**src/rtl/qas_pkg.sv**
```systemverilog
`timescale 1ns / 1ps
// Shared types and constants for the quiet area shortener.
// Used by every module of the block; depends on nothing.
package qas_pkg;

    localparam int POS_BITS   = 32;
    localparam int COUNT_BITS = 20;
    localparam int OUT_W      = 32;
    localparam int KF_W       = 17;
    localparam int PROD_W     = POS_BITS + 1 + KF_W;
    localparam int FRAC_SHIFT = 16;

    // Area request queue between front and back
    localparam int Q_DEPTH = 4;
    localparam int Q_PTR_W = $clog2(Q_DEPTH);
    localparam int Q_CNT_W = $clog2(Q_DEPTH + 1);

    localparam logic [POS_BITS-1:0]   POS_MAX    = {POS_BITS{1'b1}};
    localparam logic [COUNT_BITS-1:0] CNT_MAX    = {COUNT_BITS{1'b1}};
    localparam logic [KF_W-1:0]       KF_ONE     = KF_W'(1 << FRAC_SHIFT);
    localparam logic [PROD_W-1:0]     ROUND_HALF = PROD_W'(1 << (FRAC_SHIFT - 1));

    // Register indexes of the configuration port
    typedef enum logic [2:0] {
        REG_QUIET_THRESHOLD = 3'd0,
        REG_QUIET_SAMPLES   = 3'd1,
        REG_UNQUIET_SAMPLES = 3'd2,
        REG_KEEP_FRACTION   = 3'd3,
        REG_MIN_CROSSFADE   = 3'd4
    } reg_idx_t;

    // Quiet detection modes
    typedef enum logic [1:0] {
        MODE_WAIT  = 2'd0,
        MODE_CHECK = 2'd1,
        MODE_AREA  = 2'd2,
        MODE_CLOSE = 2'd3
    } mode_t;

    typedef struct packed {
        logic [15:0] quiet_threshold;
        logic [19:0] quiet_samples;
        logic [19:0] unquiet_samples;
        logic [16:0] keep_fraction;
        logic [15:0] min_crossfade;
    } cfg_t;

    // One finished area, as handed from front to back
    typedef struct packed {
        logic [POS_BITS-1:0]   area_begin;
        logic [POS_BITS:0]     len;
        logic [COUNT_BITS-1:0] ucount;
        logic                  at_end;
        logic                  fresh;   // first area since reset or last sample
        logic                  ok;      // area longer than one sample
    } area_req_t;

endpackage

```
**src/rtl/qas_front.sv**
```systemverilog
`timescale 1ns / 1ps
// Front part: quiet/loud classification, mode machine and area bookkeeping.
// Depends on qas_pkg; pushes one area request per finished area.
module qas_front import qas_pkg::*; (
    input  logic            aclk,
    input  logic            aresetn,
    input  cfg_t            cfg,
    input  logic            accept,
    input  logic [15:0]     level,
    input  logic            last,
    output logic            push,
    output area_req_t       req
);

    mode_t                 mode_reg, mode_next, mode_step;
    logic [COUNT_BITS-1:0] qc_reg, qc_next;
    logic [COUNT_BITS-1:0] uc_reg, uc_next;
    logic [POS_BITS-1:0]   pos_reg, pos_next;
    logic [POS_BITS-1:0]   begin_reg, begin_next;
    logic [POS_BITS-1:0]   end_reg, end_next;
    logic                  fresh_reg, fresh_next;

    logic                  quiet;
    logic [19:0]           qt;
    logic                  qc_done, uc_done;
    logic                  close_emit, flush;
    logic [POS_BITS-1:0]   end_pos;

    assign quiet   = level <= cfg.quiet_threshold;
    assign qt      = (cfg.quiet_samples == '0) ? 20'd1 : cfg.quiet_samples;
    assign qc_done = 32'(qc_reg) >= 32'(qt);
    assign uc_done = 32'(uc_reg) >= 32'(cfg.unquiet_samples);

    // Next mode
    always_comb begin
        mode_step = mode_reg;
        case (mode_reg)
            MODE_WAIT:  if (quiet) mode_step = MODE_CHECK;
            MODE_CHECK: begin
                if (!quiet) mode_step = MODE_WAIT;
                else if (qc_done) mode_step = MODE_AREA;
            end
            MODE_AREA:  if (!quiet) mode_step = MODE_CLOSE;
            MODE_CLOSE: begin
                if (quiet) mode_step = MODE_AREA;
                else if (uc_done) mode_step = MODE_WAIT;
            end
            default:    mode_step = MODE_WAIT;
        endcase
        mode_next = mode_reg;
        if (accept) begin
            mode_next = last ? MODE_WAIT : mode_step;
        end
    end

    // Counters, positions and area requests
    always_comb begin
        qc_next    = qc_reg;
        uc_next    = uc_reg;
        pos_next   = pos_reg;
        begin_next = begin_reg;
        end_next   = end_reg;
        fresh_next = fresh_reg;
        close_emit = 1'b0;
        case (mode_reg)
            MODE_WAIT: begin
                if (quiet) begin
                    qc_next    = '0;
                    begin_next = pos_reg;
                end
            end
            MODE_CHECK: begin
                if (quiet && !qc_done && qc_reg < CNT_MAX) qc_next = qc_reg + 1'b1;
            end
            MODE_AREA: begin
                if (!quiet) begin
                    uc_next  = '0;
                    end_next = pos_reg;
                end
            end
            MODE_CLOSE: begin
                if (!quiet && uc_done) close_emit = 1'b1;
                else if (!quiet && uc_reg < CNT_MAX) uc_next = uc_reg + 1'b1;
            end
            default: ;
        endcase
        flush   = last && mode_step == MODE_AREA;
        push    = accept && (close_emit || flush);
        end_pos = flush ? pos_reg : end_reg;

        if (push) fresh_next = 1'b0;
        if (last) begin
            qc_next    = '0;
            uc_next    = '0;
            pos_next   = '0;
            begin_next = '0;
            end_next   = '0;
            fresh_next = 1'b1;
        end else if (pos_reg < POS_MAX) begin
            pos_next = pos_reg + 1'b1;
        end

        req.area_begin = begin_reg;
        req.len        = {1'b0, end_pos} - {1'b0, begin_reg} + 1'b1;
        req.ucount     = flush ? '0 : uc_reg;
        req.at_end     = flush;
        req.fresh      = fresh_reg;
        req.ok         = end_pos > begin_reg;
    end

    always_ff @(posedge aclk) begin
        if (!aresetn) begin
            mode_reg  <= MODE_WAIT;
            qc_reg    <= '0;
            uc_reg    <= '0;
            pos_reg   <= '0;
            begin_reg <= '0;
            end_reg   <= '0;
            fresh_reg <= 1'b1;
        end else begin
            mode_reg <= mode_next;
            if (accept) begin
                qc_reg    <= qc_next;
                uc_reg    <= uc_next;
                pos_reg   <= pos_next;
                begin_reg <= begin_next;
                end_reg   <= end_next;
                fresh_reg <= fresh_next;
            end
        end
    end

endmodule

```
**src/rtl/qas_queue.sv**
```systemverilog
`timescale 1ns / 1ps
// Short queue of area requests between the front and back parts.
// Depends on qas_pkg for the entry type and depth.
module qas_queue import qas_pkg::*; (
    input  logic       aclk,
    input  logic       aresetn,
    input  logic       push,
    input  area_req_t  push_data,
    input  logic       pop,
    output area_req_t  head,
    output logic       empty,
    output logic       full
);

    area_req_t            entry_reg [Q_DEPTH];
    logic [Q_PTR_W-1:0]   wr_ptr_reg, wr_ptr_next;
    logic [Q_PTR_W-1:0]   rd_ptr_reg, rd_ptr_next;
    logic [Q_CNT_W-1:0]   count_reg, count_next;

    assign empty = count_reg == '0;
    assign full  = count_reg == Q_CNT_W'(Q_DEPTH);
    assign head  = entry_reg[rd_ptr_reg];

    // Advance pointers and fill count
    always_comb begin
        wr_ptr_next = push ? wr_ptr_reg + 1'b1 : wr_ptr_reg;
        rd_ptr_next = pop  ? rd_ptr_reg + 1'b1 : rd_ptr_reg;
        count_next  = count_reg;
        if (push && !pop) count_next = count_reg + 1'b1;
        else if (!push && pop) count_next = count_reg - 1'b1;
    end

    always_ff @(posedge aclk) begin
        if (!aresetn) begin
            wr_ptr_reg <= '0;
            rd_ptr_reg <= '0;
            count_reg  <= '0;
        end else begin
            wr_ptr_reg <= wr_ptr_next;
            rd_ptr_reg <= rd_ptr_next;
            count_reg  <= count_next;
        end
    end

    // Store entries
    always_ff @(posedge aclk) begin
        if (push) entry_reg[wr_ptr_reg] <= push_data;
    end

    assert property (@(posedge aclk) disable iff (!aresetn) push |-> !full || pop)
        else $error("queue written while full");
    assert property (@(posedge aclk) disable iff (!aresetn) pop |-> !empty)
        else $error("queue read while empty");

endmodule

```
**src/rtl/qas_back.sv**
```systemverilog
`timescale 1ns / 1ps
// Back part: turns area requests into delete descriptors in four stages.
// Depends on qas_pkg; owns the running removed-sample total.
module qas_back import qas_pkg::*; (
    input  logic              aclk,
    input  logic              aresetn,
    input  cfg_t              cfg,
    input  area_req_t         head,
    input  logic              empty,
    output logic              pop,
    output logic              out_valid,
    input  logic              out_ready,
    output logic [OUT_W-1:0]  out_src_pos,
    output logic [OUT_W-1:0]  out_dest_pos,
    output logic [OUT_W-1:0]  out_length,
    output logic [OUT_W-1:0]  out_crossfade,
    output logic              out_at_end
);

    logic                  en;

    // Stage 1: product
    logic                  p1_v_reg;
    area_req_t             p1_req_reg;
    logic [PROD_W-1:0]     p1_prod_reg;
    // Stage 2: rounded delete length
    logic                  p2_v_reg;
    area_req_t             p2_req_reg;
    logic [POS_BITS:0]     p2_del_reg;
    // Stage 3: half of kept span, removed total before this area
    logic                  p3_v_reg;
    area_req_t             p3_req_reg;
    logic [POS_BITS:0]     p3_del_reg;
    logic [POS_BITS-1:0]   p3_half_reg;
    logic [POS_BITS-1:0]   p3_base_reg;
    logic [19:0]           p3_lim_reg;

    logic [POS_BITS-1:0]   rt_reg, rt_next;

    logic                  m_valid_reg;
    logic [POS_BITS-1:0]   spos_reg, dpos_reg, xf_reg;
    logic [POS_BITS:0]     del_out_reg;
    logic                  at_end_reg;

    logic [KF_W-1:0]       frac;
    logic                  kf_off;
    area_req_t             pop_req;
    logic [PROD_W-1:0]     prod_rnd;
    logic [POS_BITS:0]     kept;
    logic [POS_BITS-1:0]   base;
    logic [19:0]           qt, uc_ext, lim_min, lim;
    logic [POS_BITS-1:0]   spos, dpos, xf;

    // Hold every stage while the output register waits
    assign en  = !m_valid_reg || out_ready;
    assign pop = en && !empty;

    assign kf_off = cfg.keep_fraction >= KF_ONE;
    assign frac   = kf_off ? '0 : KF_ONE - cfg.keep_fraction;

    // Drop the area when shortening is off
    always_comb begin
        pop_req    = head;
        pop_req.ok = head.ok && !kf_off;
    end

    assign prod_rnd = p1_prod_reg + ROUND_HALF;

    // Kept span, removed total and crossfade limit
    always_comb begin
        kept    = p2_req_reg.len - p2_del_reg;
        base    = p2_req_reg.fresh ? '0 : rt_reg;
        rt_next = rt_reg;
        if (en && p2_v_reg) begin
            rt_next = p2_req_reg.ok ? base + p2_del_reg[POS_BITS-1:0] : base;
        end
        qt      = (cfg.quiet_samples == '0) ? 20'd1 : cfg.quiet_samples;
        uc_ext  = 20'(p2_req_reg.ucount);
        lim_min = (uc_ext < qt) ? uc_ext : qt;
        lim     = (lim_min > 20'(cfg.min_crossfade)) ? lim_min : 20'(cfg.min_crossfade);
    end

    // Final positions and crossfade
    always_comb begin
        spos = p3_req_reg.area_begin + p3_half_reg;
        dpos = p3_req_reg.area_begin - p3_base_reg + p3_half_reg;
        xf   = (spos < POS_BITS'(p3_lim_reg)) ? spos : POS_BITS'(p3_lim_reg);
    end

    // Valid chain and removed total
    always_ff @(posedge aclk) begin
        if (!aresetn) begin
            p1_v_reg    <= 1'b0;
            p2_v_reg    <= 1'b0;
            p3_v_reg    <= 1'b0;
            m_valid_reg <= 1'b0;
            rt_reg      <= '0;
        end else begin
            rt_reg <= rt_next;
            if (en) begin
                p1_v_reg    <= pop;
                p2_v_reg    <= p1_v_reg;
                p3_v_reg    <= p2_v_reg;
                m_valid_reg <= p3_v_reg && p3_req_reg.ok;
            end
        end
    end

    // Advance payload
    always_ff @(posedge aclk) begin
        if (en) begin
            p1_req_reg     <= pop_req;
            p1_prod_reg    <= PROD_W'(head.len) * PROD_W'(frac);
            p2_req_reg     <= p1_req_reg;
            p2_del_reg     <= (POS_BITS + 1)'(prod_rnd >> FRAC_SHIFT);
            p3_req_reg     <= p2_req_reg;
            p3_del_reg     <= p2_del_reg;
            p3_half_reg    <= POS_BITS'(kept >> 1);
            p3_base_reg    <= base;
            p3_lim_reg     <= lim;
            spos_reg       <= spos;
            dpos_reg       <= dpos;
            xf_reg         <= xf;
            del_out_reg    <= p3_del_reg;
            at_end_reg     <= p3_req_reg.at_end;
        end
    end

    assign out_valid     = m_valid_reg;
    assign out_src_pos   = OUT_W'(spos_reg);
    assign out_dest_pos  = OUT_W'(dpos_reg);
    assign out_length    = OUT_W'(del_out_reg);
    assign out_crossfade = OUT_W'(xf_reg);
    assign out_at_end    = at_end_reg;

    assert property (@(posedge aclk) disable iff (!aresetn)
        (m_valid_reg && !out_ready) |=> $stable(p3_v_reg) && $stable(rt_reg))
        else $error("back pipeline moved while output stalled");
    assert property (@(posedge aclk) disable iff (!aresetn)
        (en && p2_v_reg && p2_req_reg.fresh && !p2_req_reg.ok) |=> rt_reg == '0)
        else $error("removed total not cleared on first area of a run");
    assert property (@(posedge aclk) disable iff (!aresetn)
        m_valid_reg |-> xf_reg <= spos_reg)
        else $error("crossfade longer than source position");

endmodule

```
**src/rtl/quiet_area_shortener_core.sv**
```systemverilog
`timescale 1ns / 1ps
// Top level of the quiet area shortener: configuration registers, front,
// queue and back. Depends on qas_pkg, qas_front, qas_queue and qas_back.
//
// Channel  | Direction | Content
// s_       | in        | s_tdata[15:0] level, s_tlast last sample of selection
// m_       | out       | m_tdata spos/dpos/length/crossfade, m_tuser at_end
// apb      | in/out    | five registers at byte addresses 0,4,8,12,16
//
// One sample is taken every cycle; s_tready only drops when four area requests
// are queued behind a stalled m_ channel. A descriptor becomes valid once the
// area request of its closing sample has passed the queue, the multiplier,
// rounding and position stages, then the output register. Reset is synchronous,
// active low, and clears all area state; registers return to their defaults.
module quiet_area_shortener_core import qas_pkg::*; (
    input  logic         aclk,
    input  logic         aresetn,
    // Input samples
    input  logic         s_tvalid,
    output logic         s_tready,
    input  logic [15:0]  s_tdata,     // [15:0] level
    input  logic         s_tlast,
    // Delete descriptors
    output logic         m_tvalid,
    input  logic         m_tready,
    output logic [127:0] m_tdata,     // [31:0] delete_src_pos, [63:32] delete_dest_pos,
                                      // [95:64] delete_length, [127:96] crossfade_length
    output logic [0:0]   m_tuser,     // [0] at_end
    // Configuration
    input  logic         psel,
    input  logic         penable,
    input  logic         pwrite,
    input  logic [4:0]   paddr,
    input  logic [31:0]  pwdata,
    output logic [31:0]  prdata,
    output logic         pready
);

    cfg_t       cfg_reg;
    logic       cfg_wr;
    reg_idx_t   reg_idx;
    logic       accept;
    logic       push, pop, q_empty, q_full;
    area_req_t  req, head;
    logic       at_end;

    assign pready  = 1'b1;
    assign cfg_wr  = psel && penable && pwrite && pready;
    assign reg_idx = reg_idx_t'(paddr[4:2]);

    // Write configuration registers
    always_ff @(posedge aclk) begin
        if (!aresetn) begin
            cfg_reg.quiet_threshold <= 16'd655;
            cfg_reg.quiet_samples   <= 20'd4410;
            cfg_reg.unquiet_samples <= 20'd4410;
            cfg_reg.keep_fraction   <= 17'd32768;
            cfg_reg.min_crossfade   <= 16'd44;
        end else if (cfg_wr) begin
            case (reg_idx)
                REG_QUIET_THRESHOLD: cfg_reg.quiet_threshold <= pwdata[15:0];
                REG_QUIET_SAMPLES:   cfg_reg.quiet_samples   <= pwdata[19:0];
                REG_UNQUIET_SAMPLES: cfg_reg.unquiet_samples <= pwdata[19:0];
                REG_KEEP_FRACTION:   cfg_reg.keep_fraction   <= pwdata[16:0];
                REG_MIN_CROSSFADE:   cfg_reg.min_crossfade   <= pwdata[15:0];
                default: ;
            endcase
        end
    end

    // Read back
    always_comb begin
        case (reg_idx)
            REG_QUIET_THRESHOLD: prdata = 32'(cfg_reg.quiet_threshold);
            REG_QUIET_SAMPLES:   prdata = 32'(cfg_reg.quiet_samples);
            REG_UNQUIET_SAMPLES: prdata = 32'(cfg_reg.unquiet_samples);
            REG_KEEP_FRACTION:   prdata = 32'(cfg_reg.keep_fraction);
            REG_MIN_CROSSFADE:   prdata = 32'(cfg_reg.min_crossfade);
            default:             prdata = '0;
        endcase
    end

    assign s_tready = !q_full;
    assign accept   = s_tvalid && s_tready;

    qas_front u_front (
        .aclk    (aclk),
        .aresetn (aresetn),
        .cfg     (cfg_reg),
        .accept  (accept),
        .level   (s_tdata),
        .last    (s_tlast),
        .push    (push),
        .req     (req)
    );

    qas_queue u_queue (
        .aclk      (aclk),
        .aresetn   (aresetn),
        .push      (push),
        .push_data (req),
        .pop       (pop),
        .head      (head),
        .empty     (q_empty),
        .full      (q_full)
    );

    qas_back u_back (
        .aclk          (aclk),
        .aresetn       (aresetn),
        .cfg           (cfg_reg),
        .head          (head),
        .empty         (q_empty),
        .pop           (pop),
        .out_valid     (m_tvalid),
        .out_ready     (m_tready),
        .out_src_pos   (m_tdata[31:0]),
        .out_dest_pos  (m_tdata[63:32]),
        .out_length    (m_tdata[95:64]),
        .out_crossfade (m_tdata[127:96]),
        .out_at_end    (at_end)
    );

    assign m_tuser = at_end;

endmodule

```
**config.mk**
```make
export PLATFORM = sky130hd
export DESIGN_NAME = quiet_area_shortener_core
export DESIGN_NICKNAME = d
export VERILOG_FILES = /design/src/rtl/qas_pkg.sv /design/src/rtl/qas_front.sv /design/src/rtl/qas_queue.sv /design/src/rtl/qas_back.sv /design/src/rtl/quiet_area_shortener_core.sv
export SDC_FILE = /design/constraint.sdc
export NUM_CORES = 2
export LEC_CHECK = 0
export ABC_AREA = 1
export CAP_MARGIN = 20
export CORE_MARGIN = 5
export CORE_UTILIZATION = 44
export DETAILED_ROUTE_END_ITERATION = 10
export DONT_BUFFER_PORTS = 1
export HOLD_SLACK_MARGIN = 0.02
export PLACE_DENSITY = 0.69
export SLEW_MARGIN = 20
export SYNTH_ARGS = -nofsm -noshare
export SYNTH_HDL_FRONTEND = slang
export SYNTH_SLANG_ARGS = --single-unit
```
**constraint.sdc**
```tcl
create_clock -name aclk -period 16.69 [get_ports aclk]
set_input_delay 0.8345 -clock aclk [delete_from_list [all_inputs] [get_ports aclk]]
set_output_delay 0.8345 -clock aclk [all_outputs]
set_load 0.05 [all_outputs]
```
==> impl_metrics.py <==
metrics = {
    "synthesis": {
        "ys_ff_latch": 1147,
        "synthArstFlopShare": 0,
        "seq_area_frac_synth": 0.426,
        "synth_edf_count": 874,
        "netlist.area_leader.share": 0.352,
        "syn_area_sq_um": 74500,
        "ys_types": 61,
        "synthTopCellsByArea": "edfxtp_1, fa_1, nand2_1, dfxtp_1, ha_1",
        "synth_common_cells": "nand2_1, inv_1, edfxtp_1",
        "syn_area_per_cell_sq_um": 9.19,
        "yosysWarnings": 0,
        "yosysTopAreaCell": "edfxtp_1",
        "yosysMostFrequentCell": "nand2_1",
        "synth_ff_type": "edfxtp_1",
        "synthCells": 8107,
    },
    "cts": {
        "clkLatencyLatePin_ps": 780,
        "post_cts_resized": 0,
        "numCtsBuffers": 116,
        "path_clk_slew_ps": 60,
        "hold_buffers": 0,
        "clock_sinks": 1147,
        "postCtsSetupRepairBufs": 0,
        "cts_max_path_buffers": 3,
        "cts_root_buf": "clkbuf_16",
        "cts_tree": "yes",
        "h-tree-depth": 3,
    },
    "setup_path": {
        "crit_fanout": 26,
        "r2r-start": "cfg_reg[16]$_SDFFE_PN0P_",
        "cp-startpoint": "cfg_reg[16]$_SDFFE_PN0P_",
        "r2r_cells": 34,
        "cp_slowest_stage_delay_ps": 630,
        "cp.required_ps": 17170,
        "start_kind": "flop",
        "rrSetupSlack_ps": 7250,
        "critPathKind": "flop to flop",
        "end_kind": "flop",
        "cp-endpoint": "u_back.p1_prod_reg[41]$_DFFE_PN_",
        "reg2reg_to": "u_back.p1_prod_reg[41]$_DFFE_PN_",
        "cp.arrival_ps": 9920,
        "slowest_stage": "nand2_2",
    },
    "routing": {
        "first_iter_violations": 5315,
        "vias": 56376,
        "wirelength_microns": 212000,
        "via_per_inst": 5.44,
        "wl_per_cell_microns": 20.4,
        "drtPass1Iterations": 8,
        "drc_errors": 0,
        "ant_nets": 0,
    },
    "floorplan": {
        "core_sq_um": 169000,
        "start_util": 0.441,
        "die_y_microns": 421,
        "die_w_microns": 421,
        "io_pins": 225,
        "placementRows": 151,
        "die_area_sq_um": 178000,
    },
    "placed_design": {
        "placed_cells": 10142,
        "gp_congestion": 0.987,
        "portBuffers": 0,
        "dp_hpwl_microns": 162000,
    },
    "sta": {
        "setup_tns_ps": 0,
        "fmax_mhz": 106,
        "worstMarginPinSlew_ps": 1190,
        "hold_violations": 0,
        "setup_viol": 0,
        "grt_setup_unrepaired": "false",
        "period_minus_slack_ps": 9440,
        "fin_skew_ps": 111,
        "fin_crit_sh": 0.566,
        "max_slew_margin": 0.216,
        "report.final.slew_viol_count": 0,
    },
    "grt": {
        "grt_pass1_wl_microns": 324000,
        "grt_max_degree": 149,
        "grt_remaining_overflow": 0,
        "grt_antenna_before_repair": 11,
        "grt_pass1_vias": 55452,
        "grt_usage": 0.234,
    },
    "layout": {
        "diodes": 0,
        "final_cells": 10364,
        "area_delta_synth_final_pct": 8.30,
        "largest_reg_flops": 352,
        "layout-drive-gt1-share": 0.0382,
        "nNetsFinal": 9044,
    },
    "worst_hold_path": {
        "hp-class": "input pin to flop",
    },
    "outcome": {
        "status": "completed",
    },
    "job": {
        "maxCapViolCount": 0,
    },
}
-- cell type report --
class | instances | area, sq um
inverter | 1356 | 5110
multi-input combinational | 5375 | 36600
sequential | 1147 | 31700
clock buffer | 150 | 3230
timing repair buffer | 46 | 358
tap | 2218 | 2780
clock inverter | 72 | 890
fill | 15571 | 88200
-- metrics by stage --
stage | instance area (sq um) | util | worst slack, ps | hold slack (ps)
6_report | 80700 | 0.478 | 7250 | 187
5_1_grt | 80700 | 0.478 | 6690 | 162
4_1_cts | 80700 | 0.478 | 7260 | 113
3_5_place_dp | 76500 | 0.453 | 7280 | 405
3_3_place_gp | 76500 | 0.453 | 7400 | 400
2_1_floorplan | 74600 | - | 3710 | 400
-- per-layer routing --
metal	GRT usage	vias up	wire, microns
met3	0.0431	464	17900
met2	0.383	2371	98200
met4	0.0941	6	9340
li1	-	26276	-
met5	0	-	33
met1	0.308	27259	86200
-- worst max-delay path, delay by kind of cell, from the launching register on --
| family | cells | cell delay, ps |
|---|---|---|
| fa+ha+maj | 9 | 3820 |
| simple gates | 15 | 3060 |
| buf+inv | 8 | 1410 |
| compound gates | 1 | 370 |
| flops | 1 | 300 |
| xor+xnor | 1 | 140 |
-- cells in the final DEF, fill, tap and decap left out, types with 82 or more instances in the layout --
master and count:
a21oi_1 549, nor3_1 111, clkbuf_16 121, xnor2_1 82, dfxtp_1 271, fa_1 512
o21ai_0 443, nand3_1 266, edfxtp_1 874, nor2_1 813, xor2_1 141, nand2_1 1566
inv_1 1322, ha_1 429
-- how the worst min path moves through the flow --
stage	from	to	slack [ps]	cells past startpoint
final	pwdata[3]	cfg_reg[36]$_SDFFE_PN1P_	190	2
after global routing	aresetn	cfg_reg[45]$_SDFFE_PN1P_	160	1
after CTS	aresetn	cfg_reg[37]$_SDFFE_PN1P_	110	1
after detailed placement	u_back.p3_del_reg[10]$_DFFE_PN_	u_back.del_out_reg[10]$_DFFE_PN_	400	0
after global placement	u_back.p1_req_reg[30]$_DFFE_PN_	u_back.p2_req_reg[30]$_DFFE_PN_	400	0
after floorplan	u_back.p3_del_reg[0]$_DFFE_PN_	u_back.del_out_reg[0]$_DFFE_PN_	400	0
-- cells by family (layout without fill, tap and decap cells) --
group,Yosys count,count (layout),share of synthesized area
fa+ha+maj,941,941,0.210
simple gates,2917,2917,0.160
buf+inv,1608,1624,0.0846
other cells,2,25,0.000101
compound gates,1268,1268,0.0934
xor+xnor,224,224,0.0264
flops,1147,1147,0.426
Power is not shown: default switching activity piles up to over one toggle a cycle in this logic, so the estimate is an artifact.
